**src/sv/two_hand_shortest_arc_mover_core_defines.svh**
```systemverilog
// ---------------------------------------------------------------------------
// two_hand_shortest_arc_mover_core_defines
// assertion macros for the file that checks the mover core
// ---------------------------------------------------------------------------
`ifndef TWO_HAND_SHORTEST_ARC_MOVER_CORE_DEFINES_SVH
`define TWO_HAND_SHORTEST_ARC_MOVER_CORE_DEFINES_SVH

// same-cycle implication, sampled on clock, off while reset is high
`define THSAM_ASSERT_NOW(label, pre, post, msg) \
   label: assert property (@(posedge clock) disable iff (reset) (pre) |-> (post)) \
      else $error(msg);

// next-cycle implication, sampled on clock, off while reset is high
`define THSAM_ASSERT_NEXT(label, pre, post, msg) \
   label: assert property (@(posedge clock) disable iff (reset) (pre) |=> (post)) \
      else $error(msg);

`endif

```
**src/sv/thsam_pkg.sv**
```systemverilog
// ---------------------------------------------------------------------------
// thsam_pkg
// shared types and constants of the two-hand shortest-arc mover
// ---------------------------------------------------------------------------
package thsam_pkg;

   localparam int unsigned ANGLE_FRAC_BITS = 4;
   localparam int unsigned MAX_STEPS       = 63;

   localparam int unsigned ANGLE_W    = 13;
   localparam int unsigned ARC_W      = 12;
   localparam int unsigned RATE_W     = 12;
   localparam int unsigned INDEX_W    = 6;
   localparam int unsigned PROD_W     = ARC_W + RATE_W;
   localparam int unsigned STEP_SHIFT = ANGLE_FRAC_BITS + 8;

   localparam logic [ANGLE_W-1:0] FULL_TURN   = ANGLE_W'(360 << ANGLE_FRAC_BITS);
   localparam logic [ANGLE_W-1:0] HALF_TURN   = ANGLE_W'(180 << ANGLE_FRAC_BITS);
   localparam logic [INDEX_W-1:0] MAX_STEPS_V = INDEX_W'(MAX_STEPS);
   localparam logic [RATE_W-1:0]  RATE_RESET  = RATE_W'(64);

   localparam int unsigned QUEUE_DEPTH = 4;
   localparam int unsigned QUEUE_PTR_W = $clog2(QUEUE_DEPTH);
   localparam int unsigned QUEUE_CNT_W = $clog2(QUEUE_DEPTH + 1);

   localparam int unsigned DIV_CNT_W = $clog2(ARC_W + 1);

   localparam int unsigned CSR_ADDR_W = 3;
   localparam int unsigned CSR_DATA_W = 32;
   localparam logic [CSR_ADDR_W-3:0] REG_STEP_RATE = '0;

   typedef enum logic {
      OP_MOVE = 1'b0,
      OP_SET  = 1'b1
   } op_type;

   typedef struct packed {
      op_type             op;
      logic [ANGLE_W-1:0] target_a;
      logic [ANGLE_W-1:0] target_b;
   } cmd_type;

   typedef struct packed {
      logic               start;
      logic [ARC_W-1:0]   dividend;
      logic [INDEX_W-1:0] divisor;
   } div_req_type;

   typedef struct packed {
      logic               done;
      logic [ARC_W-1:0]   quot;
      logic [INDEX_W-1:0] rem;
   } div_rsp_type;

   typedef enum logic [2:0] {
      ST_IDLE,
      ST_PAIR,
      ST_SCALE,
      ST_DIVGO,
      ST_DIVWAIT,
      ST_EMIT
   } back_state_type;

endpackage

```
**src/sv/two_hand_shortest_arc_mover_core.sv**
```systemverilog
// ---------------------------------------------------------------------------
// two_hand_shortest_arc_mover_core
// two hands on shortest arcs, one interpolation point per unstalled cycle
// ---------------------------------------------------------------------------
// Commands enter a four-deep queue at one per cycle while it has room. A set
// command is applied straight from idle in the back end and gives no result.
// A move command is first planned (pairing, arcs, the step-rate multiply and
// a 12-bit bit-serial division of each arc by the step count) and then gives
// steps+1 points, one per cycle while rsp_ready stays high. The step count is
// max(1, min(63, largest_arc * step_rate / 4096)). The result register lets
// the block keep accepting commands while a point waits to be taken.
`include "two_hand_shortest_arc_mover_core_defines.svh"

module two_hand_shortest_arc_mover_core import thsam_pkg::*; (
   input  logic                  clock,
   input  logic                  reset,
   input  logic                  req_valid,
   output logic                  req_ready,
   input  logic                  req_op,
   input  logic [ANGLE_W-1:0]    req_target_a,
   input  logic [ANGLE_W-1:0]    req_target_b,
   output logic                  rsp_valid,
   input  logic                  rsp_ready,
   output logic [ANGLE_W-1:0]    rsp_angle_a,
   output logic [ANGLE_W-1:0]    rsp_angle_b,
   output logic [INDEX_W-1:0]    rsp_step_index,
   output logic                  rsp_last,
   input  logic                  csr_psel,
   input  logic                  csr_penable,
   input  logic                  csr_pwrite,
   input  logic [CSR_ADDR_W-1:0] csr_paddr,
   input  logic [CSR_DATA_W-1:0] csr_pwdata,
   output logic [CSR_DATA_W-1:0] csr_prdata,
   output logic                  csr_pready
);

   logic [RATE_W-1:0]     step_rate_ff, step_rate_in;
   logic [CSR_ADDR_W-3:0] csr_index;
   logic                  csr_write;

   logic        push, queue_full, queue_empty, pop;
   cmd_type     push_cmd, pop_cmd;
   div_req_type div_req_a, div_req_b;
   div_rsp_type div_rsp_a, div_rsp_b;

   assign csr_pready = 1'b1;
   assign csr_index  = csr_paddr[CSR_ADDR_W-1:2];
   assign csr_write  = csr_psel && csr_penable && csr_pwrite && csr_pready;

   always_comb begin
      step_rate_in = step_rate_ff;
      if (csr_write && (csr_index == REG_STEP_RATE)) begin
         step_rate_in = csr_pwdata[RATE_W-1:0];
      end
      csr_prdata = (csr_index == REG_STEP_RATE) ? CSR_DATA_W'(step_rate_ff) : '0;
   end

   always_ff @(posedge clock) begin
      if (reset) begin
         step_rate_ff <= RATE_RESET;
      end else begin
         step_rate_ff <= step_rate_in;
      end
   end

   thsam_front u_front (
      .req_valid    (req_valid),
      .req_ready    (req_ready),
      .req_op       (req_op),
      .req_target_a (req_target_a),
      .req_target_b (req_target_b),
      .queue_full   (queue_full),
      .push         (push),
      .push_cmd     (push_cmd)
   );

   thsam_fifo u_fifo (
      .clock    (clock),
      .reset    (reset),
      .push     (push),
      .push_cmd (push_cmd),
      .full     (queue_full),
      .pop      (pop),
      .pop_cmd  (pop_cmd),
      .empty    (queue_empty)
   );

   thsam_div u_div_a (
      .clock (clock),
      .reset (reset),
      .req   (div_req_a),
      .rsp   (div_rsp_a)
   );

   thsam_div u_div_b (
      .clock (clock),
      .reset (reset),
      .req   (div_req_b),
      .rsp   (div_rsp_b)
   );

   thsam_back u_back (
      .clock          (clock),
      .reset          (reset),
      .step_rate      (step_rate_ff),
      .queue_empty    (queue_empty),
      .pop            (pop),
      .pop_cmd        (pop_cmd),
      .div_req_a      (div_req_a),
      .div_req_b      (div_req_b),
      .div_rsp_a      (div_rsp_a),
      .div_rsp_b      (div_rsp_b),
      .rsp_valid      (rsp_valid),
      .rsp_ready      (rsp_ready),
      .rsp_angle_a    (rsp_angle_a),
      .rsp_angle_b    (rsp_angle_b),
      .rsp_step_index (rsp_step_index),
      .rsp_last       (rsp_last)
   );

   // a run always has at least two points
   `THSAM_ASSERT_NOW(a_last_not_first, rsp_valid && rsp_last, rsp_step_index != '0, "last point at index zero")
   // points of a run come in index order
   `THSAM_ASSERT_NOW(a_index_order, (rsp_valid && rsp_ready && !rsp_last) ##1 rsp_valid, rsp_step_index == INDEX_W'($past(rsp_step_index) + 1'b1), "point index skipped")
   // both divider lanes run in lock step
   `THSAM_ASSERT_NOW(a_div_lockstep, div_rsp_a.done || div_rsp_b.done, div_rsp_a.done && div_rsp_b.done, "divider lanes out of step")
   // an accepted item is held in the queue
   `THSAM_ASSERT_NEXT(a_item_queued, req_valid && req_ready, !queue_empty, "accepted item missing from queue")

endmodule

```
**src/sv/thsam_front.sv**
```systemverilog
// ---------------------------------------------------------------------------
// thsam_front
// accepts commands, folds targets into one turn and queues them
// ---------------------------------------------------------------------------
module thsam_front import thsam_pkg::*; (
   input  logic               req_valid,
   output logic               req_ready,
   input  logic               req_op,
   input  logic [ANGLE_W-1:0] req_target_a,
   input  logic [ANGLE_W-1:0] req_target_b,
   input  logic               queue_full,
   output logic               push,
   output cmd_type            push_cmd
);

   function automatic logic [ANGLE_W-1:0] fold_turn(input logic [ANGLE_W-1:0] t);
      // the field range is below two turns, so one subtract is enough
      return (t >= FULL_TURN) ? ANGLE_W'(t - FULL_TURN) : t;
   endfunction

   assign req_ready = !queue_full;
   assign push      = req_valid && !queue_full;

   always_comb begin
      push_cmd.op       = op_type'(req_op);
      push_cmd.target_a = fold_turn(req_target_a);
      push_cmd.target_b = fold_turn(req_target_b);
   end

endmodule

```
**src/sv/thsam_fifo.sv**
```systemverilog
// ---------------------------------------------------------------------------
// thsam_fifo
// short command queue between the front and the back
// ---------------------------------------------------------------------------
module thsam_fifo import thsam_pkg::*; (
   input  logic    clock,
   input  logic    reset,
   input  logic    push,
   input  cmd_type push_cmd,
   output logic    full,
   input  logic    pop,
   output cmd_type pop_cmd,
   output logic    empty
);

   cmd_type                slot_ff [QUEUE_DEPTH];
   logic [QUEUE_PTR_W-1:0] wr_ptr_ff, wr_ptr_in;
   logic [QUEUE_PTR_W-1:0] rd_ptr_ff, rd_ptr_in;
   logic [QUEUE_CNT_W-1:0] count_ff, count_in;

   function automatic logic [QUEUE_PTR_W-1:0] bump(input logic [QUEUE_PTR_W-1:0] p);
      return (p == QUEUE_PTR_W'(QUEUE_DEPTH - 1)) ? '0 : QUEUE_PTR_W'(p + 1'b1);
   endfunction

   assign full    = (count_ff == QUEUE_CNT_W'(QUEUE_DEPTH));
   assign empty   = (count_ff == '0);
   assign pop_cmd = slot_ff[rd_ptr_ff];

   always_comb begin
      wr_ptr_in = push ? bump(wr_ptr_ff) : wr_ptr_ff;
      rd_ptr_in = pop  ? bump(rd_ptr_ff) : rd_ptr_ff;
      case ({push, pop})
         2'b10:   count_in = QUEUE_CNT_W'(count_ff + 1'b1);
         2'b01:   count_in = QUEUE_CNT_W'(count_ff - 1'b1);
         default: count_in = count_ff;
      endcase
   end

   always_ff @(posedge clock) begin
      if (reset) begin
         wr_ptr_ff <= '0;
         rd_ptr_ff <= '0;
         count_ff  <= '0;
      end else begin
         wr_ptr_ff <= wr_ptr_in;
         rd_ptr_ff <= rd_ptr_in;
         count_ff  <= count_in;
      end
   end

   always_ff @(posedge clock) begin
      if (push) begin
         slot_ff[wr_ptr_ff] <= push_cmd;
      end
   end

endmodule

```
**src/sv/thsam_div.sv**
```systemverilog
// ---------------------------------------------------------------------------
// thsam_div
// restoring divider, one quotient bit per cycle, arc magnitude by step count
// ---------------------------------------------------------------------------
module thsam_div import thsam_pkg::*; (
   input  logic        clock,
   input  logic        reset,
   input  div_req_type req,
   output div_rsp_type rsp
);

   logic                 busy_ff, busy_in;
   logic                 done_ff, done_in;
   logic [DIV_CNT_W-1:0] cnt_ff, cnt_in;
   logic [ARC_W-1:0]     quot_ff, quot_in;
   logic [INDEX_W-1:0]   rem_ff, rem_in;
   logic [INDEX_W-1:0]   divisor_ff, divisor_in;
   logic [INDEX_W:0]     trial;
   logic [INDEX_W:0]     diff;
   logic                 fits;

   always_comb begin
      trial = {rem_ff, quot_ff[ARC_W-1]};
      fits  = (trial >= {1'b0, divisor_ff});
      diff  = trial - {1'b0, divisor_ff};

      busy_in    = busy_ff;
      done_in    = 1'b0;
      cnt_in     = cnt_ff;
      quot_in    = quot_ff;
      rem_in     = rem_ff;
      divisor_in = divisor_ff;
      if (req.start) begin
         busy_in    = 1'b1;
         cnt_in     = DIV_CNT_W'(ARC_W);
         quot_in    = req.dividend;
         rem_in     = '0;
         divisor_in = req.divisor;
      end else if (busy_ff) begin
         // remainder stays below the divisor, so it fits the divisor width
         quot_in = {quot_ff[ARC_W-2:0], fits};
         rem_in  = fits ? diff[INDEX_W-1:0] : trial[INDEX_W-1:0];
         cnt_in  = DIV_CNT_W'(cnt_ff - 1'b1);
         if (cnt_ff == DIV_CNT_W'(1)) begin
            busy_in = 1'b0;
            done_in = 1'b1;
         end
      end
   end

   always_ff @(posedge clock) begin
      if (reset) begin
         busy_ff <= 1'b0;
         done_ff <= 1'b0;
         cnt_ff  <= '0;
      end else begin
         busy_ff <= busy_in;
         done_ff <= done_in;
         cnt_ff  <= cnt_in;
      end
   end

   always_ff @(posedge clock) begin
      quot_ff    <= quot_in;
      rem_ff     <= rem_in;
      divisor_ff <= divisor_in;
   end

   always_comb begin
      rsp.done = done_ff;
      rsp.quot = quot_ff;
      rsp.rem  = rem_ff;
   end

endmodule

```
**src/sv/thsam_back.sv**
```systemverilog
// ---------------------------------------------------------------------------
// thsam_back
// plans each move (pairing, arcs, step count), walks its points and applies sets
// ---------------------------------------------------------------------------
module thsam_back import thsam_pkg::*; (
   input  logic               clock,
   input  logic               reset,
   input  logic [RATE_W-1:0]  step_rate,
   input  logic               queue_empty,
   output logic               pop,
   input  cmd_type            pop_cmd,
   output div_req_type        div_req_a,
   output div_req_type        div_req_b,
   input  div_rsp_type        div_rsp_a,
   input  div_rsp_type        div_rsp_b,
   output logic               rsp_valid,
   input  logic               rsp_ready,
   output logic [ANGLE_W-1:0] rsp_angle_a,
   output logic [ANGLE_W-1:0] rsp_angle_b,
   output logic [INDEX_W-1:0] rsp_step_index,
   output logic               rsp_last
);

   back_state_type state_ff, state_in;

   logic [ANGLE_W-1:0] hand_a_ff, hand_a_in;
   logic [ANGLE_W-1:0] hand_b_ff, hand_b_in;
   logic               rsp_valid_ff, rsp_valid_in;

   logic [ANGLE_W-1:0] tgt_a_ff, tgt_b_ff;
   logic [ANGLE_W-1:0] start_a_ff, start_b_ff;
   logic [ANGLE_W-1:0] delta_a_ff, delta_b_ff;
   logic [ARC_W-1:0]   arc_ff;
   logic [INDEX_W-1:0] steps_ff;
   logic [ARC_W-1:0]   inc_q_a_ff, inc_q_b_ff;
   logic [INDEX_W-1:0] inc_r_a_ff, inc_r_b_ff;
   logic [ARC_W-1:0]   quo_a_ff, quo_a_in, quo_b_ff, quo_b_in;
   logic [INDEX_W-1:0] rem_a_ff, rem_a_in, rem_b_ff, rem_b_in;
   logic [INDEX_W-1:0] index_ff;
   logic [ANGLE_W-1:0] out_a_ff, out_b_ff;
   logic [INDEX_W-1:0] out_index_ff;
   logic               out_last_ff;

   logic do_set, load_cmd, do_pair, do_scale, div_start, div_latch, emit;

   logic [ANGLE_W:0]   cost_swap, cost_keep;
   logic               swap;
   logic [ANGLE_W-1:0] end_a, end_b;
   logic [ANGLE_W-1:0] pair_delta_a, pair_delta_b;
   logic [ARC_W-1:0]   pair_arc_a, pair_arc_b;
   logic [PROD_W-1:0]  scale_prod, scale_raw;
   logic [INDEX_W-1:0] scale_steps;
   logic [ANGLE_W-1:0] mag_a, mag_b;
   logic               is_last;
   logic [ANGLE_W-1:0] pos_a, pos_b;
   logic [INDEX_W:0]   rsum_a, rsum_b;
   logic               carry_a, carry_b;

   function automatic logic [ANGLE_W-1:0] absdiff(input logic [ANGLE_W-1:0] x,
                                                  input logic [ANGLE_W-1:0] y);
      return (x >= y) ? ANGLE_W'(x - y) : ANGLE_W'(y - x);
   endfunction

   // signed shortest-arc delta in [-half, half)
   function automatic logic [ANGLE_W-1:0] arc_delta(input logic [ANGLE_W-1:0] from_a,
                                                    input logic [ANGLE_W-1:0] to_a);
      logic signed [ANGLE_W+1:0] x;
      x = $signed((ANGLE_W+2)'(to_a)) - $signed((ANGLE_W+2)'(from_a))
          + $signed((ANGLE_W+2)'(HALF_TURN));
      if (x < 0) begin
         x = x + $signed((ANGLE_W+2)'(FULL_TURN));
      end else if (x >= $signed((ANGLE_W+2)'(FULL_TURN))) begin
         x = x - $signed((ANGLE_W+2)'(FULL_TURN));
      end
      x = x - $signed((ANGLE_W+2)'(HALF_TURN));
      return x[ANGLE_W-1:0];
   endfunction

   function automatic logic [ARC_W-1:0] arc_len(input logic [ANGLE_W-1:0] x,
                                                input logic [ANGLE_W-1:0] y);
      logic [ANGLE_W-1:0] d;
      d = absdiff(x, y);
      if (d > HALF_TURN) begin
         d = ANGLE_W'(FULL_TURN - d);
      end
      return d[ARC_W-1:0];
   endfunction

   function automatic logic [ANGLE_W-1:0] wrap_pos(input logic [ANGLE_W-1:0] base,
                                                   input logic [ARC_W-1:0]   mag,
                                                   input logic               neg);
      logic signed [ANGLE_W+1:0] s;
      s = $signed((ANGLE_W+2)'(base));
      if (neg) begin
         s = s - $signed((ANGLE_W+2)'(mag));
      end else begin
         s = s + $signed((ANGLE_W+2)'(mag));
      end
      if (s < 0) begin
         s = s + $signed((ANGLE_W+2)'(FULL_TURN));
      end else if (s >= $signed((ANGLE_W+2)'(FULL_TURN))) begin
         s = s - $signed((ANGLE_W+2)'(FULL_TURN));
      end
      return s[ANGLE_W-1:0];
   endfunction

   // sequencer
   always_comb begin
      state_in  = state_ff;
      pop       = 1'b0;
      do_set    = 1'b0;
      load_cmd  = 1'b0;
      do_pair   = 1'b0;
      do_scale  = 1'b0;
      div_start = 1'b0;
      div_latch = 1'b0;
      emit      = 1'b0;
      unique case (state_ff)
         ST_IDLE: begin
            if (!queue_empty) begin
               pop = 1'b1;
               if (pop_cmd.op == OP_SET) begin
                  do_set = 1'b1;
               end else begin
                  load_cmd = 1'b1;
                  state_in = ST_PAIR;
               end
            end
         end
         ST_PAIR: begin
            do_pair  = 1'b1;
            state_in = ST_SCALE;
         end
         ST_SCALE: begin
            do_scale = 1'b1;
            state_in = ST_DIVGO;
         end
         ST_DIVGO: begin
            div_start = 1'b1;
            state_in  = ST_DIVWAIT;
         end
         ST_DIVWAIT: begin
            if (div_rsp_a.done) begin
               div_latch = 1'b1;
               state_in  = ST_EMIT;
            end
         end
         ST_EMIT: begin
            if (!rsp_valid_ff || rsp_ready) begin
               emit = 1'b1;
               if (is_last) begin
                  state_in = ST_IDLE;
               end
            end
         end
         default: state_in = ST_IDLE;
      endcase
   end

   // move planning
   always_comb begin
      cost_swap = {1'b0, absdiff(tgt_b_ff, hand_a_ff)} + {1'b0, absdiff(tgt_a_ff, hand_b_ff)};
      cost_keep = {1'b0, absdiff(tgt_a_ff, hand_a_ff)} + {1'b0, absdiff(tgt_b_ff, hand_b_ff)};
      swap      = (cost_swap < cost_keep);
      end_a     = swap ? tgt_b_ff : tgt_a_ff;
      end_b     = swap ? tgt_a_ff : tgt_b_ff;

      pair_delta_a = arc_delta(hand_a_ff, end_a);
      pair_delta_b = arc_delta(hand_b_ff, end_b);
      pair_arc_a   = arc_len(end_a, hand_a_ff);
      pair_arc_b   = arc_len(end_b, hand_b_ff);

      scale_prod = PROD_W'(arc_ff) * PROD_W'(step_rate);
      scale_raw  = scale_prod >> STEP_SHIFT;
      if (scale_raw == '0) begin
         scale_steps = INDEX_W'(1);
      end else if (scale_raw > PROD_W'(MAX_STEPS)) begin
         scale_steps = MAX_STEPS_V;
      end else begin
         scale_steps = scale_raw[INDEX_W-1:0];
      end

      mag_a = delta_a_ff[ANGLE_W-1] ? ANGLE_W'(~delta_a_ff + 1'b1) : delta_a_ff;
      mag_b = delta_b_ff[ANGLE_W-1] ? ANGLE_W'(~delta_b_ff + 1'b1) : delta_b_ff;
   end

   always_comb begin
      div_req_a.start    = div_start;
      div_req_a.dividend = mag_a[ARC_W-1:0];
      div_req_a.divisor  = steps_ff;
      div_req_b.start    = div_start;
      div_req_b.dividend = mag_b[ARC_W-1:0];
      div_req_b.divisor  = steps_ff;
   end

   // point walk: quotient and remainder of |delta|*i/steps grow by the
   // per-step quotient and remainder, with one carry compare
   always_comb begin
      is_last = (index_ff == steps_ff);
      pos_a   = wrap_pos(start_a_ff, quo_a_ff, delta_a_ff[ANGLE_W-1]);
      pos_b   = wrap_pos(start_b_ff, quo_b_ff, delta_b_ff[ANGLE_W-1]);

      rsum_a  = {1'b0, rem_a_ff} + {1'b0, inc_r_a_ff};
      rsum_b  = {1'b0, rem_b_ff} + {1'b0, inc_r_b_ff};
      carry_a = (rsum_a >= {1'b0, steps_ff});
      carry_b = (rsum_b >= {1'b0, steps_ff});
      quo_a_in = ARC_W'(quo_a_ff + inc_q_a_ff + ARC_W'(carry_a));
      quo_b_in = ARC_W'(quo_b_ff + inc_q_b_ff + ARC_W'(carry_b));
      rem_a_in = carry_a ? INDEX_W'(rsum_a - {1'b0, steps_ff}) : rsum_a[INDEX_W-1:0];
      rem_b_in = carry_b ? INDEX_W'(rsum_b - {1'b0, steps_ff}) : rsum_b[INDEX_W-1:0];

      if (do_set) begin
         hand_a_in = pop_cmd.target_a;
         hand_b_in = pop_cmd.target_b;
      end else if (emit && is_last) begin
         hand_a_in = pos_a;
         hand_b_in = pos_b;
      end else begin
         hand_a_in = hand_a_ff;
         hand_b_in = hand_b_ff;
      end

      if (emit) begin
         rsp_valid_in = 1'b1;
      end else if (rsp_ready) begin
         rsp_valid_in = 1'b0;
      end else begin
         rsp_valid_in = rsp_valid_ff;
      end
   end

   always_ff @(posedge clock) begin
      if (reset) begin
         state_ff     <= ST_IDLE;
         rsp_valid_ff <= 1'b0;
         hand_a_ff    <= '0;
         hand_b_ff    <= '0;
      end else begin
         state_ff     <= state_in;
         rsp_valid_ff <= rsp_valid_in;
         hand_a_ff    <= hand_a_in;
         hand_b_ff    <= hand_b_in;
      end
   end

   always_ff @(posedge clock) begin
      if (load_cmd) begin
         tgt_a_ff <= pop_cmd.target_a;
         tgt_b_ff <= pop_cmd.target_b;
      end
      if (do_pair) begin
         start_a_ff <= hand_a_ff;
         start_b_ff <= hand_b_ff;
         delta_a_ff <= pair_delta_a;
         delta_b_ff <= pair_delta_b;
         arc_ff     <= (pair_arc_b > pair_arc_a) ? pair_arc_b : pair_arc_a;
      end
      if (do_scale) begin
         steps_ff <= scale_steps;
      end
      if (div_latch) begin
         inc_q_a_ff <= div_rsp_a.quot;
         inc_r_a_ff <= div_rsp_a.rem;
         inc_q_b_ff <= div_rsp_b.quot;
         inc_r_b_ff <= div_rsp_b.rem;
         quo_a_ff   <= '0;
         rem_a_ff   <= '0;
         quo_b_ff   <= '0;
         rem_b_ff   <= '0;
         index_ff   <= '0;
      end else if (emit) begin
         quo_a_ff <= quo_a_in;
         rem_a_ff <= rem_a_in;
         quo_b_ff <= quo_b_in;
         rem_b_ff <= rem_b_in;
         index_ff <= INDEX_W'(index_ff + 1'b1);
      end
      if (emit) begin
         out_a_ff     <= pos_a;
         out_b_ff     <= pos_b;
         out_index_ff <= index_ff;
         out_last_ff  <= is_last;
      end
   end

   assign rsp_valid      = rsp_valid_ff;
   assign rsp_angle_a    = out_a_ff;
   assign rsp_angle_b    = out_b_ff;
   assign rsp_step_index = out_index_ff;
   assign rsp_last       = out_last_ff;

endmodule

```
**config.mk**
```make
export PLATFORM = sky130hd
export DESIGN_NAME = two_hand_shortest_arc_mover_core
export DESIGN_NICKNAME = d
export VERILOG_FILES = /design/src/sv/thsam_pkg.sv /design/src/sv/two_hand_shortest_arc_mover_core.sv /design/src/sv/thsam_front.sv /design/src/sv/thsam_fifo.sv /design/src/sv/thsam_div.sv /design/src/sv/thsam_back.sv
export VERILOG_INCLUDE_DIRS = /design/src /design/src/sv
export SDC_FILE = /design/constraint.sdc
export NUM_CORES = 2
export LEC_CHECK = 0
export BUFFER_PORTS_ARGS = -buffer_cell sky130_fd_sc_hd__buf_2
export CORE_ASPECT_RATIO = 0.5
export CORE_UTILIZATION = 58
export CTS_CLUSTER_DIAMETER = 120
export CTS_CLUSTER_SIZE = 30
export DETAILED_ROUTE_END_ITERATION = 10
export HOLD_SLACK_MARGIN = 0.05
export PLACE_DENSITY = 0.82
export SLEW_MARGIN = 5
export SYNTH_ARGS = -nofsm -noshare
export SYNTH_HDL_FRONTEND = slang
export SYNTH_SLANG_ARGS = --single-unit
```
**constraint.sdc**
```tcl
create_clock -name clock -period 38.2 [get_ports clock]
set_clock_uncertainty 0.15 [all_clocks]
set_input_delay 7.64 -clock clock [delete_from_list [all_inputs] [get_ports clock]]
set_output_delay 7.64 -clock clock [all_outputs]
set_load 0.02 [all_outputs]
```
==> metrics.md <==
| Metric | Value |
|---|---|
| Outcome | complete, no violations |
| Vias per cell | 6.23 |
| Final hold viol count | 0 |
| # rows | 64 |
| Share of cells above drive strength 1 | 0.0673 |
| Yosys top cell area share | 0.246 |
| Die ar. | between 60000 and 70000 µm² |
| DRC | 0 |
| Number of antenna violations at the first check in global routing | 5 |
| Reg2reg start | u_back.hand_b_ff[1] |
| Placeable Area | about 62000 µm² |
| Most frequent cells in the layout | 396 x ha_1, 371 x inv_1, 320 x nand2_1 |
| Multi-input logic area | between 20000 and 25000 µm² |
| Die X | between 300 and 400 µm |
| Gate Count Post-Synth | ~3900 |
| Post-CTS sizing | 0 |
| Initial DRC Count | roughly 3200 |
| Req. time, crit path | around 30 ns |
| Vias in the first global route | roughly 28000 |
| Worst R2R Setup Slack | ~23 ns |
| Fraction of registers with async set/reset | 0 |
| Die height | ~180 µm |
| Reg area | 11400 µm² |
| Synth area leaders | edfxtp_1 25%, ha_1 13%, fa_1 6.9% |
| Setup_tns | 0 ns |
| Rel. slew slack | 0.193 |
| Mapped cell area | 36900 µm² |
| Htree depth | 1 |
| Hold Path End | u_back.inc_q_a_ff[3] |
| Worst Tran Pin Value | roughly 1.2 ns |
| Largest net degree at the start of global routing | 65 |
| Fin. max-slew vios | 0 |
| Max-Cap Viols | 0 |
| CP arrival | roughly 8 ns |
| Worst setup path class | in2out |
| Area delta synth->final | 3.96% |
| Max Clock Freq | between 60 and 70 MHz |
| CTS hold repair buffers | 0 |
| Global route overflow | 0 |
| Worst-Skew Late Latency | approximately 0.6 ns |
| Clock root buffer | clkbuf_16 |
| DR pass1 iterations | 6 |
| Sequential share of the synthesized area | 0.309 |
| Post-DP HPWL | 78.8 mm |
| Clock slew seen by the registers of the worst setup and hold paths | between 0.1 and 0.15 ns |
| Max Root-Sink Buffers | 3 |
| Fin crit share | 0.418 |
| # setup viols final | 0 |
| DRT Wirelength | 100 mm |
| Commonest non-fill, non-tap cell in the layout | ha_1 |
| CTS sink cnt | about 420 |
| Wirelength per Cell | around 21 µm |
| Nets@finish | about 4500 |
| CTS tree | yes |
| Post-synth EDFFs | 303 |
| Met1 global-route usage | 0.438 |
| Netlist cell types | approximately 120 |
| Worst hold path type | reg2reg |
| DR vias | between 20000 and 30000 |
| Top Usage Layer GRT | met2 |
| Worst r2r path cells | 55 |
| Starting density of the core | 0.596 |
| CP Capture Type | output pin |
| Cell count after placement | 4702 |
| I/O pin total | 137 |
| Area leader, netlist | edfxtp_1 |
| Worst r2r dst | u_back.arc_ff[11] |
| Post-DRT Antenna Nets | 0 |
| Worst-path fanout max | 14 |
| Cts bufs inserted | 17 |
| # Post-CTS Setup Buffers | 0 |
| GRT met2 Usage | 0.477 |
| FF+latch count, synth | between 400 and 500 |
| Yosys warnings | 0 |
| Filler Cell Count | 5202 |
| First-pass GRT wire length | between 150 and 200 mm |
| Final Wtd Congestion | 1.05 |
| GR Layer Usage met3 | 0.0464 |
| Synth Flop Type | edfxtp_1 |
| Finished Cell Area | roughly 38000 µm² |
| Number of I/O port buffers | 93 |
| Hold path startpoint | u_div_a.quot_ff[3] |
| Area after DPL | between 30000 and 40000 µm² |
| RSZ-0062 raised after global routing | false |
| Non-Filler Instances | about 4700 |
| GRT Overall Usage | 0.305 |
| Hold depth | 0 |
| Syn avg cell area | between 9 and 10 µm² |
| Startpoint class of the critical path | primary input |
| Worst hold margin | between 0.3 and 0.4 ns |
| Post-route minimum period | about 16 ns |
routing by layer:
| metal | wire [µm] | vias to the layer above |
|---|---|---|
| met5 | 0 | - |
| met4 | 2890 | 0 |
| met3 | 8960 | 134 |
| met2 | 44400 | 1166 |
| met1 | 43900 | 14407 |
| li1 | - | 13782 |
flip-flops by register name, summed over array words and instances (netlist names), 13 cells and up, named ones only:
name and cells:
u_back.start_a_ff 13, u_back.tgt_b_ff 13, u_back.rsp_angle_b 13, u_back.delta_a_ff 13, u_back.tgt_a_ff 13, u_back.hand_b_ff 13, u_back.hand_a_ff 13, u_back.start_b_ff 13
u_fifo.slot_ff 108, u_back.delta_b_ff 13, u_back.rsp_angle_a 13
metrics by stage:
stage / util / worst slack (ns)
floorplan: - / 22.26
global placement: 0.611 / 22.31
detailed placement: 0.611 / 22.26
CTS: 0.619 / 22.24
global route: 0.619 / 22.13
finish: 0.619 / 22.24
cell families after synthesis:
| kind of cell | after synthesis | share of synthesized area |
|---|---|---|
| multiplexers | 138 | 0.0470 |
| AND/OR/NAND/NOR | 1031 | 0.138 |
| XOR/XNOR | 261 | 0.0635 |
| AO/OA/AOI/OAI | 993 | 0.179 |
| buffers and inverters | 552 | 0.0596 |
| flip-flops | 419 | 0.309 |
| other | 2 | 0.000203 |
| adder cells (fa/ha/maj) | 524 | 0.204 |
worst max path at each step:
stage	startpoint	end	slack, ns
6_report	csr_paddr[2]	csr_prdata[11]	22.24
5_1_grt	u_back.hand_b_ff[1]	u_back.arc_ff[11]	22.13
2_1_floorplan	csr_paddr[2]	csr_prdata[10]	22.26
3_5_place_dp	csr_paddr[2]	csr_prdata[11]	22.26
3_3_place_gp	csr_paddr[2]	csr_prdata[11]	22.31
4_1_cts	csr_paddr[2]	csr_prdata[10]	22.24
area by class of cell:
class	count	area share
multi-input cells	2968	0.610
flip-flops and latches	419	0.298
inverters	375	0.0367
well taps	825	0.0269
repair buffers	115	0.0164
clock buffers	29	0.0123
clock inverters	1	0.000228
diodes	1	0.0000652
synthesized netlist by cell type, types with 17 or more instances:
cell type,instances
a31oi_1,19
and3_1,21
o21bai_1,33
ha_1,396
fa_1,128
or3_1,26
mux2i_1,97
o31ai_1,17
clkbuf_1,123
buf_4,26
o21a_1,33
o21ai_0,182
dfxtp_1,116
nand2b_1,37
nor3_1,68
nor2b_1,54
nand3_1,56
xor2_1,88
and2_1,94
nor2_1,225
edfxtp_1,303
xnor2_1,167
a21o_1,113
nand2_1,320
a21oi_1,288
nand4_1,32
a22oi_1,31
o211ai_1,34
a211oi_1,47
mux4_2,27
inv_1,371
buf_2,18
critical path, stage by stage:
cell and delay [ns]:
buf_2 0.19, nor2b_1 0.15, buf_2 0.18
Power is left out: the tool's default activity adds up to more than one toggle a clock period on the data nets, which glitch-free logic cannot reach.
